[config.mk]
export PLATFORM = sky130hd
export DESIGN_NAME = sliding_window_average_core
export DESIGN_NICKNAME = d
export VERILOG_FILES = /design/src/rtl/swa_pkg.sv /design/src/rtl/sliding_window_average_core.sv /design/src/rtl/swa_ram.sv /design/src/rtl/swa_ctrl.sv /design/src/rtl/swa_datapath.sv
export SDC_FILE = /design/constraint.sdc
export NUM_CORES = 2
export LEC_CHECK = 0
export BUFFER_PORTS_ARGS = -buffer_cell sky130_fd_sc_hd__buf_2
export CAP_MARGIN = 10
export CORE_MARGIN = 2
export CORE_UTILIZATION = 50
export CTS_BUF_LIST = sky130_fd_sc_hd__clkbuf_2
export DETAILED_ROUTE_END_ITERATION = 10
export PLACE_DENSITY = 0.65
export REMOVE_ABC_BUFFERS = 1
export SLEW_MARGIN = 10
export SYNTH_ARGS = -nofsm -noshare
export SYNTH_HDL_FRONTEND = slang
export SYNTH_SLANG_ARGS = --single-unit
[constraint.sdc]
create_clock -name i_clk -period 15.88 [get_ports i_clk]
set_clock_uncertainty 0.1 [all_clocks]
set_input_delay 3.97 -clock i_clk [delete_from_list [all_inputs] [get_ports i_clk]]
set_output_delay 3.97 -clock i_clk [all_outputs]
set_load 0.005 [all_outputs]
[src/rtl/swa_pkg.sv]
// Shared constants, command and status types for the sliding window average core.
package swa_pkg;

    // Delay line depth; must be a power of two so the pointer wraps by truncation.
    localparam int MAX_WINDOW  = 256;
    localparam int ADDR_BITS   = $clog2(MAX_WINDOW);
    localparam int SAMPLE_BITS = 16;
    localparam int SUM_BITS    = 24;
    // The fill count briefly reaches MAX_WINDOW + 1 before the oldest sample drops out.
    localparam int COUNT_BITS  = $clog2(MAX_WINDOW + 2);
    localparam int WIN_BITS    = 9;
    localparam int OUT_BITS    = 17;
    localparam int OUT_LIMIT   = 65535;
    localparam int DIV_STEPS   = SUM_BITS;
    localparam int STEP_BITS   = $clog2(DIV_STEPS + 1);

    // Configuration port.
    localparam int CFG_IDX_BITS  = 1;
    localparam int CFG_DATA_BITS = WIN_BITS;
    localparam logic [CFG_IDX_BITS-1:0] CFG_WINDOW_LENGTH = 1'd0;
    localparam logic [CFG_IDX_BITS-1:0] CFG_FILTER_MODE   = 1'd1;

    // Commands from the controller to the datapath.
    typedef struct packed {
        logic load;
        logic update;
        logic div_init;
        logic div_step;
        logic finish;
        logic emit;
    } t_swa_cmd;

    // Status from the datapath to the controller.
    typedef struct packed {
        logic div_last;
        logic out_free;
    } t_swa_status;

endpackage

[src/rtl/sliding_window_average_core.sv]
// Top level of the sliding window average core: controller, datapath and delay line RAM.
//
//   Channel   Direction  Handshake           Payload
//   input     in         i_valid / o_stall   i_sample, i_record_start
//   output    out        o_valid / i_stall   o_filtered
//   config    in         i_cfg_we            i_cfg_index, i_cfg_data
//
// Each item passes from acceptance to the next acceptance, when the output is free, through
// one delay line read, one update, 24 steps of the bit-serial divider and three control steps.
// The divider gives one quotient bit per cycle; a new item waits until the last one is done.
// Reset is synchronous and active low; the delay line needs no clearing pass.
// A result waits in the output register while the next item is accepted; a stall at the
// output adds cycles only when a new result finds the register still full.
module sliding_window_average_core
    import swa_pkg::*;
(
    input  logic                          i_clk,
    input  logic                          i_rst_n,
    input  logic                          i_valid,
    output logic                          o_stall,
    input  logic signed [SAMPLE_BITS-1:0] i_sample,
    input  logic                          i_record_start,
    output logic                          o_valid,
    input  logic                          i_stall,
    output logic signed [OUT_BITS-1:0]    o_filtered,
    input  logic                          i_cfg_we,
    input  logic [CFG_IDX_BITS-1:0]       i_cfg_index,
    input  logic [CFG_DATA_BITS-1:0]      i_cfg_data
);

    t_swa_cmd               cmd;
    t_swa_status            status;
    logic                   ram_we;
    logic [ADDR_BITS-1:0]   ram_waddr;
    logic [SAMPLE_BITS-1:0] ram_wdata;
    logic [ADDR_BITS-1:0]   ram_raddr;
    logic [SAMPLE_BITS-1:0] ram_rdata;

    // Sequencer.
    swa_ctrl u_ctrl (
        .i_clk    (i_clk),
        .i_rst_n  (i_rst_n),
        .i_valid  (i_valid),
        .i_status (status),
        .o_stall  (o_stall),
        .o_cmd    (cmd)
    );

    // Arithmetic and output register.
    swa_datapath u_datapath (
        .i_clk          (i_clk),
        .i_rst_n        (i_rst_n),
        .i_cmd          (cmd),
        .o_status       (status),
        .i_sample       (i_sample),
        .i_record_start (i_record_start),
        .i_cfg_we       (i_cfg_we),
        .i_cfg_index    (i_cfg_index),
        .i_cfg_data     (i_cfg_data),
        .o_ram_we       (ram_we),
        .o_ram_waddr    (ram_waddr),
        .o_ram_wdata    (ram_wdata),
        .o_ram_raddr    (ram_raddr),
        .i_ram_rdata    (ram_rdata),
        .i_stall        (i_stall),
        .o_valid        (o_valid),
        .o_filtered     (o_filtered)
    );

    // Delay line of past samples.
    swa_ram #(
        .WIDTH (SAMPLE_BITS),
        .DEPTH (MAX_WINDOW)
    ) u_delay_ram (
        .i_clk   (i_clk),
        .i_we    (ram_we),
        .i_waddr (ram_waddr),
        .i_wdata (ram_wdata),
        .i_raddr (ram_raddr),
        .o_rdata (ram_rdata)
    );

endmodule

[src/rtl/swa_ram.sv]
// Generic single-clock RAM with one write port and one registered read port.
module swa_ram #(
    parameter int WIDTH = 16,
    parameter int DEPTH = 256
) (
    input  logic                     i_clk,
    input  logic                     i_we,
    input  logic [$clog2(DEPTH)-1:0] i_waddr,
    input  logic [WIDTH-1:0]         i_wdata,
    input  logic [$clog2(DEPTH)-1:0] i_raddr,
    output logic [WIDTH-1:0]         o_rdata
);

    logic [WIDTH-1:0] r_mem [DEPTH];
    logic [WIDTH-1:0] r_rdata;

    // Write and registered read.
    always_ff @(posedge i_clk) begin
        if (i_we) begin
            r_mem[i_waddr] <= i_wdata;
        end
        r_rdata <= r_mem[i_raddr];
    end

    assign o_rdata = r_rdata;

endmodule

[src/rtl/swa_ctrl.sv]
// Controller state machine that sequences one item through the datapath.
module swa_ctrl
    import swa_pkg::*;
(
    input  logic        i_clk,
    input  logic        i_rst_n,
    input  logic        i_valid,
    input  t_swa_status i_status,
    output logic        o_stall,
    output t_swa_cmd    o_cmd
);

    localparam logic [2:0] S_IDLE = 3'd0;
    localparam logic [2:0] S_READ = 3'd1;
    localparam logic [2:0] S_INIT = 3'd2;
    localparam logic [2:0] S_DIV  = 3'd3;
    localparam logic [2:0] S_FIN  = 3'd4;
    localparam logic [2:0] S_EMIT = 3'd5;

    logic [2:0] r_state;
    logic [2:0] n_state;

    // Next state and commands.
    always_comb begin
        n_state = r_state;
        o_cmd   = '0;
        case (r_state)
            S_IDLE: begin
                if (i_valid) begin
                    o_cmd.load = 1'b1;
                    n_state    = S_READ;
                end
            end
            S_READ: begin
                o_cmd.update = 1'b1;
                n_state      = S_INIT;
            end
            S_INIT: begin
                o_cmd.div_init = 1'b1;
                n_state        = S_DIV;
            end
            S_DIV: begin
                o_cmd.div_step = 1'b1;
                if (i_status.div_last) begin
                    n_state = S_FIN;
                end
            end
            S_FIN: begin
                o_cmd.finish = 1'b1;
                n_state      = S_EMIT;
            end
            S_EMIT: begin
                if (i_status.out_free) begin
                    o_cmd.emit = 1'b1;
                    n_state    = S_IDLE;
                end
            end
            default: begin
                n_state = S_IDLE;
            end
        endcase
    end

    // State register.
    always_ff @(posedge i_clk) begin
        if (!i_rst_n) begin
            r_state <= S_IDLE;
        end else begin
            r_state <= n_state;
        end
    end

    assign o_stall = (r_state != S_IDLE);

endmodule

[src/rtl/swa_datapath.sv]
// Datapath: running sum, fill count, bit-serial divider, result and output register.
module swa_datapath
    import swa_pkg::*;
(
    input  logic                     i_clk,
    input  logic                     i_rst_n,
    input  t_swa_cmd                 i_cmd,
    output t_swa_status              o_status,
    input  logic signed [SAMPLE_BITS-1:0] i_sample,
    input  logic                     i_record_start,
    input  logic                     i_cfg_we,
    input  logic [CFG_IDX_BITS-1:0]  i_cfg_index,
    input  logic [CFG_DATA_BITS-1:0] i_cfg_data,
    output logic                     o_ram_we,
    output logic [ADDR_BITS-1:0]     o_ram_waddr,
    output logic [SAMPLE_BITS-1:0]   o_ram_wdata,
    output logic [ADDR_BITS-1:0]     o_ram_raddr,
    input  logic [SAMPLE_BITS-1:0]   i_ram_rdata,
    input  logic                     i_stall,
    output logic                     o_valid,
    output logic signed [OUT_BITS-1:0] o_filtered
);

    localparam int AVG_BITS = SUM_BITS + 1;
    localparam int RES_BITS = SUM_BITS + 2;

    logic [WIN_BITS-1:0]    r_window;
    logic                   r_mode;
    logic [SAMPLE_BITS-1:0] r_x;
    logic [SUM_BITS-1:0]    r_sum;
    logic [COUNT_BITS-1:0]  r_cnt;
    logic                   r_drop;
    logic [ADDR_BITS-1:0]   r_wp;
    logic [COUNT_BITS-1:0]  r_rem;
    logic [SUM_BITS-1:0]    r_quo;
    logic                   r_neg;
    logic [STEP_BITS-1:0]   r_step;
    logic [OUT_BITS-1:0]    r_res;
    logic [OUT_BITS-1:0]    r_out;
    logic                   r_out_valid;

    logic [COUNT_BITS-1:0]  w_eff;
    logic [SUM_BITS-1:0]    sum_base;
    logic [SUM_BITS-1:0]    sum_add;
    logic [COUNT_BITS-1:0]  cnt_base;
    logic [COUNT_BITS-1:0]  cnt_add;
    logic [SUM_BITS-1:0]    x_ext;
    logic [SUM_BITS-1:0]    old_ext;
    logic [SUM_BITS-1:0]    sum_mag;
    logic [COUNT_BITS:0]    partial;
    logic [COUNT_BITS+1:0]  trial;
    logic                   quo_bit;
    logic signed [AVG_BITS-1:0] avg;
    logic signed [RES_BITS-1:0] res_full;
    logic signed [RES_BITS-1:0] x_wide;
    logic [OUT_BITS-1:0]    res_sat;

    // Effective window: zero counts as one, large values clamp to the depth.
    always_comb begin
        if (r_window == '0) begin
            w_eff = COUNT_BITS'(1);
        end else if (COUNT_BITS'(r_window) > COUNT_BITS'(MAX_WINDOW)) begin
            w_eff = COUNT_BITS'(MAX_WINDOW);
        end else begin
            w_eff = COUNT_BITS'(r_window);
        end
    end

    // Configuration registers.
    always_ff @(posedge i_clk) begin
        if (!i_rst_n) begin
            r_window <= WIN_BITS'(1);
            r_mode   <= 1'b0;
        end else if (i_cfg_we) begin
            case (i_cfg_index)
                CFG_WINDOW_LENGTH: r_window <= i_cfg_data;
                CFG_FILTER_MODE:   r_mode   <= i_cfg_data[0];
                default: begin
                end
            endcase
        end
    end

    // Add the new sample; a record start discards the old sum and count.
    assign x_ext    = {{(SUM_BITS-SAMPLE_BITS){i_sample[SAMPLE_BITS-1]}}, i_sample};
    assign sum_base = i_record_start ? '0 : r_sum;
    assign cnt_base = i_record_start ? '0 : r_cnt;
    assign sum_add  = sum_base + x_ext;
    assign cnt_add  = cnt_base + COUNT_BITS'(1);
    assign old_ext  = {{(SUM_BITS-SAMPLE_BITS){i_ram_rdata[SAMPLE_BITS-1]}}, i_ram_rdata};

    // Delay line access: read the sample one window back, then overwrite the slot.
    assign o_ram_raddr = r_wp - w_eff[ADDR_BITS-1:0];
    assign o_ram_we    = i_cmd.update;
    assign o_ram_waddr = r_wp;
    assign o_ram_wdata = r_x;

    // Sum, count and write pointer.
    always_ff @(posedge i_clk) begin
        if (!i_rst_n) begin
            r_sum <= '0;
            r_cnt <= '0;
            r_wp  <= '0;
        end else if (i_cmd.load) begin
            r_sum <= sum_add;
            r_cnt <= cnt_add;
        end else if (i_cmd.update) begin
            if (r_drop) begin
                r_sum <= r_sum - old_ext;
                r_cnt <= r_cnt - COUNT_BITS'(1);
            end
            r_wp <= r_wp + ADDR_BITS'(1);
        end
    end

    // Item payload held for the whole computation.
    always_ff @(posedge i_clk) begin
        if (i_cmd.load) begin
            r_x    <= i_sample;
            r_drop <= (cnt_add > w_eff);
        end
    end

    // Restoring division of the sum magnitude by the fill count, one bit a step.
    assign sum_mag = r_sum[SUM_BITS-1] ? (~r_sum + SUM_BITS'(1)) : r_sum;
    assign partial = {r_rem, r_quo[SUM_BITS-1]};
    assign trial   = {1'b0, partial} - {2'b00, r_cnt};
    assign quo_bit = ~trial[COUNT_BITS+1];

    always_ff @(posedge i_clk) begin
        if (!i_rst_n) begin
            r_step <= '0;
        end else if (i_cmd.div_init) begin
            r_step <= STEP_BITS'(DIV_STEPS);
        end else if (i_cmd.div_step) begin
            r_step <= r_step - STEP_BITS'(1);
        end
    end

    always_ff @(posedge i_clk) begin
        if (i_cmd.div_init) begin
            r_rem <= '0;
            r_quo <= sum_mag;
            r_neg <= r_sum[SUM_BITS-1];
        end else if (i_cmd.div_step) begin
            r_rem <= quo_bit ? trial[COUNT_BITS-1:0] : partial[COUNT_BITS-1:0];
            r_quo <= {r_quo[SUM_BITS-2:0], quo_bit};
        end
    end

    // Signed average, optional high-pass difference and saturation.
    assign avg      = r_neg ? -$signed({1'b0, r_quo}) : $signed({1'b0, r_quo});
    assign x_wide   = RES_BITS'($signed(r_x));
    assign res_full = r_mode ? (x_wide - RES_BITS'(avg)) : RES_BITS'(avg);

    always_comb begin
        if (res_full > RES_BITS'(OUT_LIMIT)) begin
            res_sat = OUT_BITS'(OUT_LIMIT);
        end else if (res_full < -RES_BITS'(OUT_LIMIT)) begin
            res_sat = OUT_BITS'(-OUT_LIMIT);
        end else begin
            res_sat = res_full[OUT_BITS-1:0];
        end
    end

    always_ff @(posedge i_clk) begin
        if (i_cmd.finish) begin
            r_res <= res_sat;
        end
    end

    // Output register, independent of the input side.
    always_ff @(posedge i_clk) begin
        if (!i_rst_n) begin
            r_out_valid <= 1'b0;
        end else if (i_cmd.emit) begin
            r_out_valid <= 1'b1;
        end else if (!i_stall) begin
            r_out_valid <= 1'b0;
        end
    end

    always_ff @(posedge i_clk) begin
        if (i_cmd.emit) begin
            r_out <= r_res;
        end
    end

    assign o_status.div_last = (r_step == STEP_BITS'(1));
    assign o_status.out_free = ~r_out_valid | ~i_stall;
    assign o_valid           = r_out_valid;
    assign o_filtered        = $signed(r_out);

endmodule

== Word level (Yosys, flattened, before mapping) ==
Memory sizes are Yosys's and may differ from the RTL's. A register that Yosys moved wholly into a read port is not among the register bits.
Index checks and enable logic that the tools add are counted.

* Output and inout port bits: 19
* Bits in registers: 145
* Memories kept: 1
* RAM bits: 4096
* Bits of input ports: 32
* Word-level logic and storage cells: 99

* Add/subtract/negate cells: 11
* $lt $le $gt $ge: 4
* Equal/unequal tests: 10
* Reductions and logical operators: 13
* Bitwise logic cells: 8
* Multiplexer cells: 35

{| class="wikitable"
|+ Memory list
! name !! words !! width !! rd ports !! clocked after Yosys merged registers in !! wr ports !! RTL line !! text
|-
| u_delay_ram.r_mem || 256 || 16 || 1 || 1 || 1 || swa_ram.sv:14 || <nowiki>logic [WIDTH-1:0] r_mem [DEPTH];</nowiki>
|}

{| class="wikitable"
|+ Operators by type and width
! cell !! count
|-
| 2-to-1 mux 24 bit || 7
|-
| 2-to-1 mux 9 bit || 7
|-
| > comparator 26 x 17 -> 1 bit (second input constant) || 1
|-
| less-than comparator 26 x 17 -> 1 bit (second input constant) || 1
|-
| 2-to-1 mux 26 bit || 1
|-
| subtractor 16 x 25 -> 26 bit || 1
|-
| 2-to-1 mux 25 bit || 1
|-
| negation 24 -> 25 bit || 1
|-
| adder 24 x 1 -> 24 bit (second input constant) || 1
|-
| adder 24 bit || 1
|-
| NOT 24 bit || 1
|-
| subtractor 24 bit || 1
|-
| case mux 3 bit (6 select lines) || 1
|-
| 2-to-1 mux 17 bit || 1
|-
| 2-to-1 mux 1 bit || 12
|-
| subtractor 10 x 9 -> 11 bit || 1
|-
| 2-to-1 mux 5 bit || 2
|-
| adder 9 x 1 -> 9 bit (second input constant) || 1
|-
| > comparator 9 bit || 1
|-
| > comparator 9 bit (second input constant) || 1
|-
| zero test 9 bit || 1
|-
| 2-to-1 mux 3 bit || 3
|-
| subtractor 9 x 1 -> 9 bit (second input constant) || 1
|-
| adder 8 x 1 -> 8 bit (second input constant) || 1
|-
| other kinds (16) || 31
|}

== Depth between registers and ports, before layout ==
* Depth in word-level cells: 6
* Depth in mapped cells: 21
* Gate-level depth less buffers: 19

== Cells and area by module ==
Synthesis repeated with hierarchy kept, for this count alone.

* Cells, all modules: 8845
* Area, all modules: 171196.7 sq um

{| class="wikitable"
|+ Modules (own cells, without submodules)
! module !! instances !! area each (sq um) !! cells an instance !! seq. area each (sq um)
|-
| swa_ram || 1 || 158714.7 || 7360 || 123318.3
|-
| swa_datapath || 1 || 12285.5 || 1460 || 3603.5
|-
| swa_ctrl || 1 || 196.4 || 25 || 60.1
|}

== Worst setup path after synthesis ==
No wires, ideal clock.

* Path kind: register to register
* Start point: register u_datapath.r_x[0], in the netlist u_datapath.o_ram_wdata[0]
* End point: register u_datapath.r_res[15] (data pin)
* Arrival time: 7.662 ns
* Buffers on the path: 2
* Period minus slack after synthesis: 7.922 ns
* Cell stages (with the launch flop): 19
* Data required time: 15.621 ns
* Path slack: 7.958 ns
* Setup time: 0.159 ns
* Cells stage by stage: edfxtp_1 > inv_1 > ha_1 > fa_1 > nand2b_1 > a21oi_1 > o41a_1 > nor3_1 > o311ai_0 > nand4b_1 > o31a_1 > a211oi_1 > a311o_1 > o311ai_0 > or4_1 > or4_1 > buf_2 > buf_6 > a22oi_1

* Word-level cells in the longest chain between the ends: 4
* Elaborated cells between the ends (all ways): 5
* Classes of those cells: add/sub: 1; order compare: 2; mux: 2

{| class="wikitable"
|+ RTL lines
! item !! RTL line !! text
|-
| from (decl) || swa_datapath.sv:29 || <nowiki>logic [SAMPLE_BITS-1:0] r_x;</nowiki>
|-
| from (signal assigned) || swa_datapath.sv:119 || <nowiki>r_x <= i_sample;</nowiki>
|-
| subtractor 16 x 25 -> 26 bit (*) || swa_datapath.sv:154 || <nowiki>assign res_full = r_mode ? (x_wide - RES_BITS'(avg)) : RES_BITS'(avg);</nowiki>
|-
| 2-to-1 mux 26 bit (*) || swa_datapath.sv:154 ||
|-
| less-than comparator 26 x 17 -> 1 bit || swa_datapath.sv:159 || <nowiki>end else if (res_full < -RES_BITS'(OUT_LIMIT)) begin</nowiki>
|-
| 2-to-1 mux 17 bit || swa_datapath.sv:159 ||
|-
| to (signal assigned) || swa_datapath.sv:168 || <nowiki>r_res <= res_sat;</nowiki>
|-
| to (decl) || swa_datapath.sv:38 || <nowiki>logic [OUT_BITS-1:0] r_res;</nowiki>
|}

Every way passes the cells marked *; elsewhere a longest branch is shown, timed or not.
A chain may end at the register's enable or synchronous reset.

== Final worst setup path ==
* Start point: register u_datapath.r_window[5]
* End point: register u_delay_ram.r_rdata[4], in the netlist u_delay_ram.o_rdata[4] (read register of u_delay_ram.r_mem)

* Word-level cells in the longest chain between the ends: 4
* Elaborated cells between the ends (all ways): 5
* Classes of those cells: add/sub: 1; order compare: 1; mux: 2; reduce/logical: 1

{| class="wikitable"
|+ RTL lines
! item !! RTL line !! text
|-
| from (decl) || swa_datapath.sv:27 || <nowiki>logic [WIN_BITS-1:0] r_window;</nowiki>
|-
| from (signal assigned) || swa_datapath.sv:76 || <nowiki>CFG_WINDOW_LENGTH: r_window <= i_cfg_data;</nowiki>
|-
| > comparator 9 bit || swa_datapath.sv:62 || <nowiki>end else if (COUNT_BITS'(r_window) > COUNT_BITS'(MAX_WINDOW)) begin</nowiki>
|-
| 2-to-1 mux 9 bit || swa_datapath.sv:62 ||
|-
| 2-to-1 mux 9 bit (*) || swa_datapath.sv:60 || <nowiki>if (r_window == '0) begin</nowiki>
|-
| subtractor 8 bit (*) || swa_datapath.sv:93 || <nowiki>assign o_ram_raddr = r_wp - w_eff[ADDR_BITS-1:0];</nowiki>
|-
| to (decl) || swa_ram.sv:15 || <nowiki>logic [WIDTH-1:0] r_rdata;</nowiki>
|}

Marks and branches as above.

==> results.txt <==
----------------------------------------------------
[Power]
  Net switching fraction of the power ... 0.2986
  Leakage power total ... 60.01 nW
  Share of total power in combinational logic ... 0.220
  Net switching power of the design ... between 0.007 and 0.008 W
  P_int ... approximately 0.018 W
  Clock power frac ... 0.282
  Sequential power share ... 0.498
  Pwr dens ... 135.7 mW/mm^2
  Maximum VDD drop ... between 0.00009 and 0.0001 V

[Clocking]
  Clock Tree Buf Depth ... 5
  TritonCTS clock tree ... yes
  Num CTS Buffers ... approximately 1100
  Clock slew at the register clock pins of the worst setup and hold paths ... around 0.12 ns
  Root Driver ... sky130_fd_sc_hd__clkbuf_2
  Count of clock tree sinks ... between 4000 and 5000
  CTS H-tree depth ... 7
  Post-CTS setup buffer count ... 0
  PostCTS Resize Cnt ... 0
  Hold Buf Count CTS ... 0
  Clock latency on the worst-skew pair ... around 2.3 ns

[Timing]
  Final-layout worst hold slack ... slightly below 0.3 ns
  Slew at the pin closest to its max-slew limit ... 1.339 ns
  Setup violators final ... 0
  Final min period ... between 7 and 8 ns
  Maximum clock frequency ... approximately 130 MHz
  Setup ws final ... roughly 8.3 ns
  Period utilisation layout ... 0.4759
  Sum Neg Setup Slack ... 0 ns
  Final hold violations ... 0
  Unrepaired setup endpoints after global routing ... no
  Total count of max-transition violations in the final report ... 0
  Slew margin rel. ... 0.1071

[Routing]
  Count of routing violations after the opening detailed-route iteration ... 10960
  Vias ... approximately 87000
  Post-DR vias/cell ... 6.119
  DRC violation count after routing ... 0
  Total wire length ... about 420 mm
  First-pass iteration count of the detailed router ... 6
  Routed length per instance ... roughly 30 um
  DRT antenna net count ... 0

[Floorplanning]
  Placement Rows ... between 200 and 250
  Floorplan die height ... just under 600 um
  Die outline width ... 585.4 um
  Std-Cell Core Area ... between 0.3 and 0.4 sq mm
  Effective utilization at floorplan ... 0.5021
  Die Footprint ... about 0.34 sq mm
  Ports ... 51

[Yosys]
  Top cell type's share of synthesized area ... 0.7413
  Dominant register cell in the synthesized netlist ... sky130_fd_sc_hd__edfxtp_1
  Top cells by area in the synthesized netlist ... sky130_fd_sc_hd__edfxtp_1, sky130_fd_sc_hd__mux4_2, sky130_fd_sc_hd__dfxtp_1
  Summed instance area of the synthesized netlist ... 0.1690 sq mm
  Synthesis warning total ... 0
  Syn_area_per_cell ... approximately 22 sq um
  Cell count after synthesis ... 7843
  Number of unique standard cell types used by synthesis ... between 80 and 90
  Flip-flop and latch count after synthesis ... 4257
  Post-synthesis cell type with the largest combined area ... sky130_fd_sc_hd__edfxtp_1
  Dominant cell by count in the synthesized netlist ... sky130_fd_sc_hd__edfxtp_1
  Async set or reset register ratio after synthesis ... 0
  Sequential area share after synthesis ... 0.7513
  Leading cell types by count after synthesis ... sky130_fd_sc_hd__edfxtp_1, sky130_fd_sc_hd__mux4_2, sky130_fd_sc_hd__nor2_1
  Number of synthesized flops with an enable pin ... about 4200

[Min path]
  Number of cells traversed by the worst hold path ... 0
  Worst hold path class ... reg2reg

[Placed design]
  Dpl ws ... between 7 and 8 ns
  Final RePlAce weighted congestion ... roughly 0.84
  Placed cell count ... 12340
  # port buffers ... 50
  HPWL after DPL ... between 200 and 250 mm

[Critical path]
  CP max FO ... approximately 120
  Startpoint type of the worst setup path ... register
  Type of the worst setup path ... reg2reg
  Slowest-stage cell, CP ... sky130_fd_sc_hd__fa_4
  Nature of the critical path endpoint ... register
  Cell Chain, Critical Path ... nor4_1 > a21oi_1 > nor2_1 > ha_4 > inv_1 > fa_4 > buf_4 > buf_12 > buf_12 > mux4_2 > mux4_2 > nor2b_1 > a211oi_1 > a211oi_1 > a21oi_1 > a21oi_1
  Required time of the worst setup path ... ~18 ns
  Data arrival at the endpoint of the critical path ... between 9 and 10 ns
  Worst-case reg-to-reg path depth ... 16
  Most common cell on crit path ... sky130_fd_sc_hd__a21oi_1
  Critical Path Max Stage Delay ... approximately 1.3 ns

[Global routing]
  Via count of the first global-routing pass ... around 90000
  Met1 routing resource usage after global routing ... 0.3515
  Largest net degree at the start of global routing ... 255
  First-pass GRT wire length ... slightly above 600 mm
  Global routing met2 resource utilization ... 0.3872
  Total global routing track utilization ... 0.2512
  Number of antenna violations at the first check in global routing ... 19
  Residual overflow from global routing ... 0
  Gr busiest metal ... met2
  GR Layer Usage met3 ... 0.06604

[Finish]
  Number of nets at the end of the flow ... 9077
  Share of layout cells above drive strength 1 ... 0.3541
  P&R area growth vs syn ... 9.846%
  Final cell count without fillers ... between 10000 and 15000

[Status]
  Outcome ... finished clean

[Flow run]
  Max-cap violations ... 0

----------------------------------------------------
## critical path, delay by kind of cell, from the launching register on
kind / cells / cell delay, ns
DFF: 1 / 0.34
adders and majority gates: 2 / 1.48
buffers and inverters: 4 / 1.70
and+or+nand+nor: 3 / 0.91
muxes: 2 / 0.90
AOI/OAI and AO/OA: 5 / 1.55
## stage by stage
stage,instance area [sq um],power [W],util
2_1_floorplan,167400,0.02193,-
3_3_place_gp,176500,0.01828,0.5242
3_5_place_dp,176500,0.01835,0.5243
4_1_cts,185600,0.02541,0.5513
5_1_grt,185600,0.02627,0.5515
6_report,185700,0.02519,0.5516
## sequential cells by signal, indices dropped and copies added (netlist names), 9 cells and up
| signal | cells |
|---|---|
| u_datapath.o_filtered | 17 |
| u_delay_ram.o_rdata | 16 |
| u_datapath.r_res | 17 |
| u_datapath.r_rem | 9 |
| u_datapath.r_sum | 24 |
| u_datapath.r_cnt | 9 |
| u_datapath.o_ram_wdata | 16 |
| u_datapath.r_window | 9 |
| u_datapath.r_quo | 24 |
| u_delay_ram.r_mem | 4096 |
## power groups by stage
| stage | logic [W] | clock network (W) | registers [W] |
|---|---|---|---|
| floorplan | 0.00903 | 0 | 0.0129 |
| global placement | 0.00550 | 0 | 0.0128 |
| detailed placement | 0.00556 | 0 | 0.0128 |
| CTS | 0.00558 | 0.00730 | 0.0125 |
| global route | 0.00586 | 0.00787 | 0.0125 |
| finish | 0.00555 | 0.00710 | 0.0125 |
## placed cells by master, fill, tap and decap left out, types with 109 or more instances in the layout
master,count
sky130_fd_sc_hd__a211oi_1,125
sky130_fd_sc_hd__a21oi_1,162
sky130_fd_sc_hd__buf_4,348
sky130_fd_sc_hd__clkbuf_2,1538
sky130_fd_sc_hd__clkinv_1,191
sky130_fd_sc_hd__edfxtp_1,4172
sky130_fd_sc_hd__mux4_2,1280
sky130_fd_sc_hd__nand2_1,186
sky130_fd_sc_hd__nor2_1,327
sky130_fd_sc_hd__o21ai_0,109
## cells by family (layout without fill, tap and decap cells)
family | after synthesis | after routing | share of synthesized area
flops | 4257 | 4257 | 0.7513
mux | 1358 | 1358 | 0.1752
simple gates | 892 | 892 | 0.02457
compound gates | 591 | 591 | 0.02299
buf+inv | 517 | 2291 | 0.01156
xor+xnor | 128 | 128 | 0.006759
fa+ha+maj | 100 | 100 | 0.007596
other cells | 0 | 17 | 0
## path summary, 6_finish.rpt
kind,start,end,slack [ns]
worst max-delay path,u_datapath.r_window[5],u_delay_ram.o_rdata[4],8.32
worst min-delay path,u_datapath.r_res[3],u_datapath.o_filtered[3],0.29
worst max register to register,u_datapath.r_window[5],u_delay_ram.o_rdata[4],8.32
worst min register to register,u_datapath.r_res[3],u_datapath.o_filtered[3],0.29
## per-layer routing
layer  up-vias  part of all wire
met3       589             0.098
met4         4             0.023
met2      4542              0.48
met5         -          0.000075
met1     45720              0.40
li1      35730                 -
## cell type report
class,count,area (sq um)
Inverter,79,296.5
Antenna cell,17,42.54
Clock inverter,257,1393
Multi-Input combinational cell,3069,40350
Tap cell,4515,5649
Fill cell,25800,150900
Sequential cell,4257,127000
Timing Repair Buffer,417,3242
Clock buffer,1538,7697
(Power assumes the default switching activity.)
